===== src/rtl/swic_pkg.sv =====
// Shared constants, types and command/status structs of the sliding window
// inversion counter. No dependencies; every other file of the block imports it.
`default_nettype none

package swic_pkg;

    localparam int VALUE_BITS = 8;
    localparam int MAX_WINDOW = 256;

    localparam int CFG_W     = 9;                          // window_size field
    localparam int IN_W      = 8;                          // sample_value field
    localparam int OUT_W     = 15;                         // inversion_count field
    localparam int TREE_SIZE = 1 << VALUE_BITS;
    localparam int IDX_W     = VALUE_BITS + 2;             // walk index, room for overshoot
    localparam int CNT_W     = $clog2(MAX_WINDOW + 2);     // window plus the new value
    localparam int WIN_W     = $clog2(MAX_WINDOW + 1);
    localparam int RING_AW   = $clog2(MAX_WINDOW);

    typedef enum logic [1:0] {
        WALK_QUERY,
        WALK_ADD,
        WALK_SUB
    } t_walk_op;

    typedef enum logic [3:0] {
        S_IDLE,
        S_QNEW,
        S_QNEW_W,
        S_ADD,
        S_ADD_W,
        S_QOLD,
        S_QOLD_W,
        S_SUB,
        S_SUB_W,
        S_DONE
    } t_state;

    typedef struct packed {
        logic     accept;
        logic     walk_start;
        t_walk_op walk_op;
        logic     walk_old;     // walk starts from the oldest value, else the new one
        logic     acc_new;
        logic     acc_old;
        logic     load_out;
        logic     commit;
    } t_dp_cmd;

    typedef struct packed {
        logic walk_busy;
        logic drop;
        logic emit;
        logic out_free;
    } t_dp_stat;

endpackage

`default_nettype wire


===== src/rtl/swic_if.sv =====
// Handshake channels of the inversion counter: sample input, result output
// and the window size write port. Depends on swic_pkg.
`default_nettype none

interface swic_in_if;
    import swic_pkg::*;
    logic            valid;
    logic            ready;
    logic [IN_W-1:0] sample_value;
    modport source (output valid, output sample_value, input ready);
    modport sink (input valid, input sample_value, output ready);
endinterface

interface swic_out_if;
    import swic_pkg::*;
    logic             valid;
    logic             ready;
    logic [OUT_W-1:0] inversion_count;
    modport source (output valid, output inversion_count, input ready);
    modport sink (input valid, input inversion_count, output ready);
endinterface

interface swic_cfg_if;
    import swic_pkg::*;
    logic             valid;
    logic             ready;
    logic [CFG_W-1:0] window_size;
    modport source (output valid, output window_size, input ready);
    modport sink (input valid, input window_size, output ready);
endinterface

`default_nettype wire


===== src/rtl/swic_ctrl.sv =====
// Sequencer of the inversion counter: runs the two or four tree walks of one word.
// Depends on swic_pkg; drives the datapath swic_dp through t_dp_cmd.
`default_nettype none

module swic_ctrl (
    input  wire                 i_clk,
    input  wire                 i_rst_n,
    input  wire                 i_in_valid,
    output logic                o_in_ready,
    output swic_pkg::t_dp_cmd   o_cmd,
    input  swic_pkg::t_dp_stat  i_stat
);
    import swic_pkg::*;

    t_state r_state;
    t_state n_state;

    always_ff @(posedge i_clk) begin
        if (!i_rst_n) begin
            r_state <= S_IDLE;
        end else begin
            r_state <= n_state;
        end
    end

    always_comb begin
        n_state    = r_state;
        o_in_ready = 1'b0;
        o_cmd      = '0;
        o_cmd.walk_op = WALK_QUERY;
        case (r_state)
            S_IDLE: begin
                o_in_ready = 1'b1;
                if (i_in_valid) begin
                    o_cmd.accept = 1'b1;
                    n_state      = S_QNEW;
                end
            end
            S_QNEW: begin
                o_cmd.walk_start = 1'b1;
                o_cmd.walk_op    = WALK_QUERY;
                n_state          = S_QNEW_W;
            end
            S_QNEW_W: begin
                if (!i_stat.walk_busy) begin
                    o_cmd.acc_new = 1'b1;
                    n_state       = S_ADD;
                end
            end
            S_ADD: begin
                o_cmd.walk_start = 1'b1;
                o_cmd.walk_op    = WALK_ADD;
                n_state          = S_ADD_W;
            end
            S_ADD_W: begin
                if (!i_stat.walk_busy) begin
                    n_state = i_stat.drop ? S_QOLD : S_DONE;
                end
            end
            S_QOLD: begin
                o_cmd.walk_start = 1'b1;
                o_cmd.walk_op    = WALK_QUERY;
                o_cmd.walk_old   = 1'b1;
                n_state          = S_QOLD_W;
            end
            S_QOLD_W: begin
                if (!i_stat.walk_busy) begin
                    o_cmd.acc_old = 1'b1;
                    n_state       = S_SUB;
                end
            end
            S_SUB: begin
                o_cmd.walk_start = 1'b1;
                o_cmd.walk_op    = WALK_SUB;
                o_cmd.walk_old   = 1'b1;
                n_state          = S_SUB_W;
            end
            S_SUB_W: begin
                if (!i_stat.walk_busy) begin
                    n_state = S_DONE;
                end
            end
            S_DONE: begin
                // hold here while a new result is due and the previous one has not been taken
                if (!i_stat.emit) begin
                    o_cmd.commit = 1'b1;
                    n_state      = S_IDLE;
                end else if (i_stat.out_free) begin
                    o_cmd.load_out = 1'b1;
                    o_cmd.commit   = 1'b1;
                    n_state        = S_IDLE;
                end
            end
            default: begin
                n_state = S_IDLE;
            end
        endcase
    end

endmodule

`default_nettype wire


===== src/rtl/swic_dp.sv =====
// Datapath of the inversion counter: sample ring, Fenwick count tree with its
// walk engine, running count and result register. Depends on swic_pkg.
`default_nettype none

module swic_dp (
    input  wire                          i_clk,
    input  wire                          i_rst_n,
    input  swic_pkg::t_dp_cmd            i_cmd,
    output swic_pkg::t_dp_stat           o_stat,
    input  wire [swic_pkg::IN_W-1:0]     i_sample_value,
    input  wire                          i_cfg_valid,
    input  wire [swic_pkg::CFG_W-1:0]    i_cfg_window_size,
    output logic                         o_out_valid,
    input  wire                          i_out_ready,
    output logic [swic_pkg::OUT_W-1:0]   o_inversion_count
);
    import swic_pkg::*;

    localparam logic [IDX_W-1:0] TREE_LAST = IDX_W'(TREE_SIZE);

    // configuration and window bookkeeping
    logic [CFG_W-1:0]      r_window_size;
    logic [WIN_W-1:0]      win;
    logic [WIN_W-1:0]      r_count;
    logic [WIN_W:0]        count_plus;
    logic [WIN_W-1:0]      final_count;
    logic [RING_AW-1:0]    r_ptr;
    logic [VALUE_BITS-1:0] r_value;
    logic [OUT_W-1:0]      r_running;

    // sample ring
    logic [VALUE_BITS-1:0] ring_mem [MAX_WINDOW];
    logic [VALUE_BITS-1:0] r_ring_q;
    logic [RING_AW-1:0]    oldest_addr;

    // count tree and walk engine
    logic [CNT_W-1:0]      tree_mem [TREE_SIZE];
    logic [TREE_SIZE-1:0]  r_tree_vld;
    logic [CNT_W-1:0]      r_tree_q;
    logic [IDX_W-1:0]      r_idx;
    t_walk_op              r_op;
    logic                  r_pend;
    logic [VALUE_BITS-1:0] r_pidx;
    logic [CNT_W-1:0]      r_sum;
    logic                  active;
    logic [IDX_W-1:0]      next_idx;
    logic [IDX_W-1:0]      start_idx;
    logic [VALUE_BITS-1:0] start_src;
    logic [CNT_W-1:0]      node;
    logic [CNT_W-1:0]      node_new;
    logic                  tree_we;

    logic                  r_out_valid;
    logic [OUT_W-1:0]      r_out_count;

    // saturate the window size to 1..MAX_WINDOW
    always_comb begin
        if (r_window_size == '0) begin
            win = WIN_W'(1);
        end else if (r_window_size > CFG_W'(MAX_WINDOW)) begin
            win = WIN_W'(MAX_WINDOW);
        end else begin
            win = r_window_size[WIN_W-1:0];
        end
    end

    assign count_plus  = {1'b0, r_count} + (WIN_W+1)'(1);
    assign final_count = (count_plus > {1'b0, win}) ? r_count : count_plus[WIN_W-1:0];
    assign oldest_addr = r_ptr - r_count[RING_AW-1:0];

    always_comb begin
        o_stat.drop      = count_plus > {1'b0, win};
        o_stat.emit      = final_count >= win;
        o_stat.out_free  = !r_out_valid || i_out_ready;
        o_stat.walk_busy = active || r_pend;
    end

    // walk index: query strips the low bit, update climbs by it
    always_comb begin
        start_src = i_cmd.walk_old ? r_ring_q : r_value;
        if (i_cmd.walk_op == WALK_QUERY && i_cmd.walk_old) begin
            start_idx = IDX_W'(start_src);
        end else begin
            start_idx = IDX_W'(start_src) + IDX_W'(1);
        end
        if (r_op == WALK_QUERY) begin
            active   = r_idx != '0;
            next_idx = r_idx & (r_idx - IDX_W'(1));
        end else begin
            active   = (r_idx != '0) && (r_idx <= TREE_LAST);
            next_idx = r_idx + (r_idx & (~r_idx + IDX_W'(1)));
        end
        node = r_tree_vld[r_pidx] ? r_tree_q : '0;
        case (r_op)
            WALK_ADD: node_new = node + CNT_W'(1);
            WALK_SUB: node_new = node - CNT_W'(1);
            default:  node_new = node;
        endcase
        tree_we = r_pend && !i_cmd.walk_start && (r_op != WALK_QUERY);
    end

    // memories: read data registered, write through the same port timing
    always_ff @(posedge i_clk) begin
        if (i_cmd.accept) begin
            ring_mem[r_ptr] <= i_sample_value[VALUE_BITS-1:0];
            r_ring_q        <= ring_mem[oldest_addr];
        end
    end

    always_ff @(posedge i_clk) begin
        r_tree_q <= tree_mem[r_idx[VALUE_BITS-1:0]];
        if (tree_we) begin
            tree_mem[r_pidx] <= node_new;
        end
    end

    // control state
    always_ff @(posedge i_clk) begin
        if (!i_rst_n) begin
            r_window_size <= CFG_W'(8);
            r_count       <= '0;
            r_ptr         <= '0;
            r_running     <= '0;
            r_tree_vld    <= '0;
            r_pend        <= 1'b0;
            r_op          <= WALK_QUERY;
            r_idx         <= '0;
            r_out_valid   <= 1'b0;
        end else begin
            if (i_cfg_valid) begin
                r_window_size <= i_cfg_window_size;
            end
            if (i_cmd.accept) begin
                r_ptr <= r_ptr + RING_AW'(1);
            end
            if (i_cmd.commit) begin
                r_count <= final_count;
            end
            if (i_cmd.acc_new) begin
                r_running <= r_running + OUT_W'(r_count) - OUT_W'(r_sum);
            end else if (i_cmd.acc_old) begin
                r_running <= r_running - OUT_W'(r_sum);
            end
            if (tree_we) begin
                r_tree_vld[r_pidx] <= 1'b1;
            end
            if (i_cmd.walk_start) begin
                r_idx  <= start_idx;
                r_op   <= i_cmd.walk_op;
                r_pend <= 1'b0;
            end else begin
                r_pend <= active;
                if (active) begin
                    r_idx <= next_idx;
                end
            end
            if (i_cmd.load_out) begin
                r_out_valid <= 1'b1;
            end else if (i_out_ready) begin
                r_out_valid <= 1'b0;
            end
        end
    end

    // payload registers
    always_ff @(posedge i_clk) begin
        if (i_cmd.accept) begin
            r_value <= i_sample_value[VALUE_BITS-1:0];
        end
        if (i_cmd.walk_start) begin
            r_sum <= '0;
        end else if (r_pend && r_op == WALK_QUERY) begin
            r_sum <= r_sum + node;
        end
        if (!i_cmd.walk_start && active) begin
            r_pidx <= r_idx[VALUE_BITS-1:0];
        end
        if (i_cmd.load_out) begin
            r_out_count <= r_running;
        end
    end

    assign o_out_valid       = r_out_valid;
    assign o_inversion_count = r_out_count;

    a_start_idle: assert property (@(posedge i_clk) disable iff (!i_rst_n)
        i_cmd.walk_start |-> !o_stat.walk_busy)
        else $error("tree walk started while another is running");

    a_count_bound: assert property (@(posedge i_clk) disable iff (!i_rst_n)
        r_count <= WIN_W'(MAX_WINDOW))
        else $error("window count beyond ring depth");

    a_no_rw_clash: assert property (@(posedge i_clk) disable iff (!i_rst_n)
        (tree_we && active) |-> (r_pidx != r_idx[VALUE_BITS-1:0]))
        else $error("tree node read while its update is pending");

    a_load_free: assert property (@(posedge i_clk) disable iff (!i_rst_n)
        i_cmd.load_out |-> (!r_out_valid || i_out_ready))
        else $error("result overwritten before it was taken");

endmodule

`default_nettype wire


===== src/rtl/sliding_window_inversion_counter_unit.sv =====
// Sliding window inversion counter, top level: one sample word in, one count word
// out once the window is full. From input accept to result it runs two or four
// Fenwick walks (new value, then the oldest when it drops out), then one load.
// Words are handled one at a time, not overlapped; the next sample is taken once idle,
// even while the last result still waits, unless a second result must hold for it.
// Synchronous active-low reset clears tree valid bits, ring pointer and both counts.
`default_nettype none

module sliding_window_inversion_counter_unit (
    input  wire         i_clk,
    input  wire         i_rst_n,
    swic_in_if.sink     i_sample_ch,
    swic_cfg_if.sink    i_cfg_ch,
    swic_out_if.source  o_count_ch
);
    import swic_pkg::*;

    // command and status between the sequencer and the datapath
    t_dp_cmd  cmd;
    t_dp_stat stat;
    logic     in_ready;

    // window size register always writable; user makes writes land while idle, unchecked
    assign i_cfg_ch.ready    = 1'b1;
    assign i_sample_ch.ready = in_ready;

    // sequencer: accept, query new, add new, then query and remove the oldest
    // value when the window runs over, and hand the count out once the window is full
    swic_ctrl u_ctrl (
        .i_clk      (i_clk),
        .i_rst_n    (i_rst_n),
        .i_in_valid (i_sample_ch.valid),
        .o_in_ready (in_ready),
        .o_cmd      (cmd),
        .i_stat     (stat)
    );

    // datapath: ring of recent samples, count tree, running count, result register
    swic_dp u_dp (
        .i_clk             (i_clk),
        .i_rst_n           (i_rst_n),
        .i_cmd             (cmd),
        .o_stat            (stat),
        .i_sample_value    (i_sample_ch.sample_value),
        .i_cfg_valid       (i_cfg_ch.valid),
        .i_cfg_window_size (i_cfg_ch.window_size),
        .o_out_valid       (o_count_ch.valid),
        .i_out_ready       (o_count_ch.ready),
        .o_inversion_count (o_count_ch.inversion_count)
    );

endmodule

`default_nettype wire


===== src/flat_wrapper.sv =====
// flat-port wrapper written by rule: the top's interface ports become plain ports
module sliding_window_inversion_counter_unit_flat import swic_pkg::*;
  (i_clk, i_rst_n, i_sample_ch_valid, i_sample_ch_sample_value, i_sample_ch_ready, i_cfg_ch_valid, i_cfg_ch_window_size, i_cfg_ch_ready, o_count_ch_valid, o_count_ch_inversion_count, o_count_ch_ready);
  swic_in_if i_sample_ch_i ();
  swic_cfg_if i_cfg_ch_i ();
  swic_out_if o_count_ch_i ();
  input  wire i_clk;
  input  wire i_rst_n;
  input wire logic [$bits(i_sample_ch_i.valid)-1:0] i_sample_ch_valid;
  input wire logic [$bits(i_sample_ch_i.sample_value)-1:0] i_sample_ch_sample_value;
  output wire logic [$bits(i_sample_ch_i.ready)-1:0] i_sample_ch_ready;
  input wire logic [$bits(i_cfg_ch_i.valid)-1:0] i_cfg_ch_valid;
  input wire logic [$bits(i_cfg_ch_i.window_size)-1:0] i_cfg_ch_window_size;
  output wire logic [$bits(i_cfg_ch_i.ready)-1:0] i_cfg_ch_ready;
  output wire logic [$bits(o_count_ch_i.valid)-1:0] o_count_ch_valid;
  output wire logic [$bits(o_count_ch_i.inversion_count)-1:0] o_count_ch_inversion_count;
  input wire logic [$bits(o_count_ch_i.ready)-1:0] o_count_ch_ready;
  assign i_sample_ch_i.valid = i_sample_ch_valid;
  assign i_sample_ch_i.sample_value = i_sample_ch_sample_value;
  assign i_sample_ch_ready = i_sample_ch_i.ready;
  assign i_cfg_ch_i.valid = i_cfg_ch_valid;
  assign i_cfg_ch_i.window_size = i_cfg_ch_window_size;
  assign i_cfg_ch_ready = i_cfg_ch_i.ready;
  assign o_count_ch_valid = o_count_ch_i.valid;
  assign o_count_ch_inversion_count = o_count_ch_i.inversion_count;
  assign o_count_ch_i.ready = o_count_ch_ready;
  sliding_window_inversion_counter_unit u_core (.i_clk(i_clk), .i_rst_n(i_rst_n), .i_sample_ch(i_sample_ch_i), .i_cfg_ch(i_cfg_ch_i), .o_count_ch(o_count_ch_i));
endmodule

===== config.mk =====
export PLATFORM = sky130hd
export DESIGN_NAME = sliding_window_inversion_counter_unit_flat
export DESIGN_NICKNAME = d
export VERILOG_FILES = /design/src/rtl/swic_pkg.sv /design/src/rtl/swic_if.sv /design/src/rtl/swic_ctrl.sv /design/src/rtl/swic_dp.sv /design/src/rtl/sliding_window_inversion_counter_unit.sv /design/src/flat_wrapper.sv
export SDC_FILE = /design/constraint.sdc
export NUM_CORES = 2
export LEC_CHECK = 0
export BUFFER_PORTS_ARGS = -buffer_cell sky130_fd_sc_hd__buf_2
export CAP_MARGIN = 40
export CORE_ASPECT_RATIO = 1.25
export CORE_MARGIN = 2
export CORE_UTILIZATION = 40
export DETAILED_ROUTE_END_ITERATION = 7
export PLACE_DENSITY_LB_ADDON = 0.15
export REMOVE_ABC_BUFFERS = 1
export SYNTH_ARGS = -nofsm -noshare
export SYNTH_HDL_FRONTEND = slang
export SYNTH_MEMORY_MAX_BITS = 65536
export SYNTH_SLANG_ARGS = --single-unit

===== constraint.sdc =====
create_clock -name i_clk -period 34.9 [get_ports i_clk]
set_input_delay 6.98 -clock i_clk [delete_from_list [all_inputs] [get_ports i_clk]]
set_output_delay 6.98 -clock i_clk [all_outputs]
set_load 0.005 [all_outputs]

; Word-level counts from Yosys, hierarchy flattened
; Memories as Yosys holds them, arrays and structs flattened. A register that Yosys moved wholly into a read port is not among the register bits.
; Cells that the tools add are included.
[classes]
addsub = 13
n_mul = 0
div_mod_pow = 0
n_lt_le_gt_ge = 6
n_eq_ne = 17
shifts = 0
n_mux = 44
bitwise_logic = 5
reduce_logical = 24
[op_table]
columns = cell, n
row1 = OR 256 bit, 1
row2 = two-way mux 9 bit, 5
row3 = case mux 4 bit (10 select lines), 1
row4 = two-way mux 4 bit, 8
row5 = two-way mux 10 bit, 3
row6 = two-way mux 15 bit, 2
row7 = subtractor 15 x 9 -> 15 bit, 2
row8 = bitwise AND 10 bit, 2
row9 = two-way mux 1 bit, 18
row10 = case mux 9 bit (2 select lines), 1
row11 = "== test 4 x 3 -> 1 bit, second input constant", 4
row12 = adder 15 x 9 -> 15 bit, 1
row13 = "adder 10 x 1 -> 10 bit, second input constant", 1
row14 = adder 10 bit, 1
row15 = "adder 9 x 1 -> 10 bit, second input constant", 1
row16 = > comparator 10 x 9 -> 1 bit, 1
row17 = "<= comparator 10 x 9 -> 1 bit, second input constant", 1
row18 = "!= test 2 bit, second input constant", 5
row19 = inverter 10 bit, 1
row20 = nonzero test 10 bit, 1
row21 = "subtractor 10 x 1 -> 10 bit, second input constant", 1
row22 = "adder 8 x 1 -> 9 bit, second input constant", 1
row23 = "adder 9 x 1 -> 9 bit, second input constant", 1
row24 = adder 9 bit, 1
row25 = other kinds (28), 45
[word_totals]
register_bits = 355
latchBits = 0
ram_bits = 4352
rom_bits = 0
in_bits = 22
memories = 2
[mem_list]
columns = memory, depth, width, rd, rd_clocked_by_memory_dff, write_ports, line
row1 = u_core.u_dp.tree_mem, 256, 9, 1, 1, 1, swic_dp.sv:37  ; logic [CNT_W-1:0] tree_mem [TREE_SIZE];
row2 = u_core.u_dp.ring_mem, 256, 8, 1, 1, 1, swic_dp.sv:32  ; logic [VALUE_BITS-1:0] ring_mem [MAX_WINDOW];

; Longest topological paths before layout
[depth]
ltp_word = 9
mapped_depth = 26
depth_no_buf = 24

; Cells and area by module
; Synthesis repeated with hierarchy kept, for this count alone.
[hier_totals]
hier_cells = 8733
hier_area_um2 = 184577.0
[modules_own_cells]
columns = module, instances, cells_each, area_each_um2
row1 = swic_dp, 1, 8681, 184199.2
row2 = swic_ctrl, 1, 50, 366.6
row3 = sliding_window_inversion_counter_unit, 1, 2, 11.3

; Least setup slack after synthesis
; Ideal clock, no wire load.
[synth_timing]
path_type = reg-to-reg
from = reg u_core.u_dp.r_pidx[0]
to = mem u_core.u_dp.tree_mem[0][6] (netlist bit), data pin
setup_time_ns = 2.187
t_arrival_ns = 13.784
t_required_ns = 32.713
slack_ns = 18.930
stages_incl_launch_ff = 20
n_path_buf = 4
cell_sequence = edfxtp_1 buf_6 buf_6 buf_2 buf_2 mux4_2 a221oi_1 o21ai_0 nand4_1 o21ai_0 o32a_2 nand2_2 inv_1 fa_1 a21o_1 a21oi_1 o21bai_1 a21oi_1 xnor2_1 o21ai_0
[synth_between]
elab_chain_cells = 5
word_cells_on_any_way = 6
cone_classes = add/sub (2) / mux (4)
[synth_lines]
columns = element, line
row1 = from (decl), swic_dp.sv:43  ; logic [VALUE_BITS-1:0] r_pidx;
row2 = from (signal assigned), swic_dp.sv:176  ; r_pidx <= r_idx[VALUE_BITS-1:0];
row3 = binary-select mux 1 bit (select 8 bit) *, swic_dp.sv:93  ; node = r_tree_vld[r_pidx] ? r_tree_q : '0;
row4 = two-way mux 1 bit (implied by the code) *, swic_dp.sv:93
row5 = two-way mux 9 bit *, swic_dp.sv:93
row6 = subtractor 9 x 1 -> 9 bit / adder 9 x 1 -> 9 bit (equally long branches), "swic_dp.sv:96, swic_dp.sv:95"
row7 = case mux 9 bit (2 select lines) *, swic_dp.sv:94  ; case (r_op)
row8 = via u_core.u_dp.node_new[6], swic_dp.sv:50  ; logic [CNT_W-1:0] node_new;
row9 = to (decl), swic_dp.sv:37
; The timed path passes the listed nets; every way through them passes the cells marked *. The select of a mux whose other input is x is not followed.

; Worst setup path in the final report
[layout_timing]
from = reg u_core.u_ctrl.r_state[1]
to = out i_sample_ch_ready
[layout_between]
elab_chain_cells = 2
[layout_lines]
columns = element, line
row1 = from (decl), swic_ctrl.sv:15  ; t_state r_state;
row2 = from (signal assigned), swic_ctrl.sv:22  ; r_state <= n_state;
row3 = zero test 4 bit, swic_ctrl.sv:31  ; case (r_state)
row4 = two-way mux 1 bit, swic_ctrl.sv:31
row5 = to (decl), flat_wrapper.sv:11  ; output wire logic [$bits(i_sample_ch_i.ready)-1:0] i_sample_ch_ready;
; No other way between the ends.

==> metrics.txt <==
max cap viols 0; Setup Skew 0.0798 ns; most numerous cell in the Yosys netlist edfxtp_1; crit path DAT between 2 and 3 ns; area grow syn2layout 14.3%; TNS Setup 0 ns; final layout net count 9291; fraction of registers with async set/reset 0; leak pwr approximately 65 nW; crit share post-route 0.273; clock tree buffer depth 4; routed length per instance 31.5 um; CTS Hold Bufs 0; CTS tree built; final WL 491000 um; initial antenna violation count 13; R2R Setup Slk 26.31 ns; status finished clean; Seq/Total Area, Yosys 0.752; Initial Util 0.402; Cell Pwr Density 68.4 mW/mm2; Reg2Reg Depth 19; number of synthesized flops with an enable pin 4391; area leader, netlist edfxtp_1; Setup Fix Bufs, Post-CTS 0; GRT overflow 0; most common library cells after synthesis edfxtp_1, mux4_2, nor2_1; Core Area roughly 0.46 mm2; FF-to-FF Start u_core.u_dp.r_pidx[0]$_DFFE_PP_; Final Setup Violations 0; die area 0.466 mm2; CTS Buf Count roughly 470; ANT nets after route 0; Final Critical Period 9.54 ns; RSZ-0062 raised after global routing false; Std-Cell Rows 278; DRC viols 0; Worst-Skew Late Latency 1.02 ns; Tightest Pin Transition approximately 1.4 ns; Final Cell Area 0.211 mm2; worst endpoint required time approximately 28 ns; IO Count 40; top cell type's share of synthesized area 0.715; Final Hold Viols 0; start point of the critical path u_core.u_ctrl.r_state[1]$_SDFFE_PN0P_; number of global-route vias before repair 91675; total power 14.4 mW; Synth Flop Type edfxtp_1; Worst path slowest cell nor4_1; DP HPWL 306000 um; post-synthesis register bit count approximately 4700; type of origin of the critical path flop; post-CTS resize count 0; CP Capture Type output port; clock-pin slew on the worst setup and hold paths 0.06 ns; Die X-Extent 611 um; Post-Syn Area 0.184 mm2; vias 88306; global-route wire length before repair 700000 um; Slew Viols, Final 0; vias per inst 5.66; GP Congestion 0.799; crit-path cells nor4_1, buf_2; Hold Path Depth 2; Yosys warnings 0; DP Worst Slack 24.71 ns; Die H 763 um; clk sink count 4724; GRT Resource Usage Total 0.209; Post-Syn Instances 8705; layout cell share with drive strength beyond 1 0.288; crit path kind reg2out; Synth Area per Inst 21.2 um2; Highest Clock Rate roughly 100 MHz; H-tree levels 5; Worst VDD drop 0.0818 mV; crit path max fanout 17; Clock Tree Root clkbuf_16; crit-path max cell delay around 0.81 ns; largest cells by area after synthesis edfxtp_1, mux4_2, dfxtp_1, nor2_1, clkbuf_1; final setup margin 25.36 ns; post-synth cell types 67; worst hold path class reg2reg; largest net degree at the start of global routing 205; number of I/O port buffers 38; Worst slew margin 0.0901; Iteration-0 DRC Markers 8588; dpl cell area 0.195 mm2; DRT Pass-1 Iters 6; hold path start u_core.u_dp.r_tree_vld[202]$_SDFFE_PN0P_
==> final cells by class <==
type | instances | area (um2)
timing repair buffer | 495 | 4850
multi-input combinational | 3403 | 43900
tap | 6020 | 7530
fill | 37860 | 248000
inverter | 92 | 353
antenna | 6 | 15.0
sequential | 4724 | 139000
clock buffer | 587 | 12600
clock inverter | 280 | 2940
==> power by group <==
part           internal [mW]  leakage, nW  switching [mW]
combinational          0.860         15.2            1.68
sequential              6.74         42.6          0.0505
clock                   2.91         7.52            2.17
==> logic make-up after synthesis <==
| family | count (synthesis) | share of synthesized area |
|---|---|---|
| DFF | 4724 | 0.752 |
| muxes | 1554 | 0.186 |
| and+or+nand+nor | 1427 | 0.0314 |
| buffers and inverters | 578 | 0.0120 |
| AOI/OAI and AO/OA | 273 | 0.00950 |
| adders and majority gates | 88 | 0.00650 |
| xor gates and xnor gates | 60 | 0.00285 |
| other | 1 | 0.0000203 |
==> per-stage QoR <==
| stage | hold slack, ns | util | std cells |
|---|---|---|---|
| floorplan | 0.421 | - | 8219 |
| detailed placement | 0.450 | 0.425 | 14734 |
| global placement | 0.435 | 0.419 | 14500 |
| global route | 0.478 | 0.459 | 15605 |
| finish | 0.462 | 0.459 | 15607 |
| CTS | 0.464 | 0.459 | 15601 |
==> layer usage <==
layer / global-route usage / wire length (um) / vias to the layer above
li1: - / - / 36803
met1: 0.264 / 192000 / 47984
met2: 0.369 / 256000 / 2782
met3: 0.0278 / 23500 / 735
met4: 0.0765 / 19400 / 2
met5: 0 / 12 / -
==> placed cells by master, fill, tap and decap left out, types with 49 or more instances in the layout <==
master | synthesis | routed
nand2_1 | 123 | 107
clkinv_1 | 1 | 85
o21ai_0 | 57 | 53
clkbuf_1 | 324 | 88
clkinv_2 | 0 | 78
bufinv_16 | 0 | 49
dfxtp_1 | 333 | 327
inv_1 | 88 | 87
a21oi_1 | 80 | 79
mux4_2 | 1498 | 1498
clkbuf_16 | 0 | 476
ha_1 | 75 | 74
mux2i_1 | 51 | 51
edfxtp_1 | 4391 | 4391
buf_4 | 4 | 363
nor2_1 | 1111 | 1107
==> critical path: cells and delay by family (launching register included) <==
family | cells | cell delay, ns
buffers and inverters | 1 | 0.25
flip-flops | 1 | 0.49
AND/OR/NAND/NOR | 1 | 0.81
==> sequential cells by signal, indices dropped and copies added (netlist names) <==
name and cells:
u_core.u_ctrl.r_state 4, u_core.u_dp.r_sum 9, u_core.u_dp.r_running 15, u_core.u_dp.r_tree_vld 256, u_core.u_dp.r_count 9, u_core.u_dp.ring_mem 2048, u_core.u_dp.o_out_valid 1, u_core.u_dp.r_op 2
u_core.u_dp.r_pidx 8, u_core.u_dp.r_tree_q 9, u_core.u_dp.r_idx 10, u_core.u_dp.o_inversion_count 15, u_core.u_dp.r_ring_q 8, u_core.u_dp.r_window_size 9, u_core.u_dp.r_ptr 8, u_core.u_dp.tree_mem 2304
u_core.u_dp.r_pend 1, u_core.u_dp.r_value 8
==> worst paths after layout <==
kind	end
worst min register to register	u_core.u_dp.r_tree_vld[202]$_SDFFE_PN0P_
worst max register to register	u_core.u_dp.tree_mem[188][7]$_DFFE_PP_
worst max-delay path	i_sample_ch_ready
worst min-delay path	u_core.u_dp.r_tree_vld[202]$_SDFFE_PN0P_
Power figures use the tool's default switching activity.
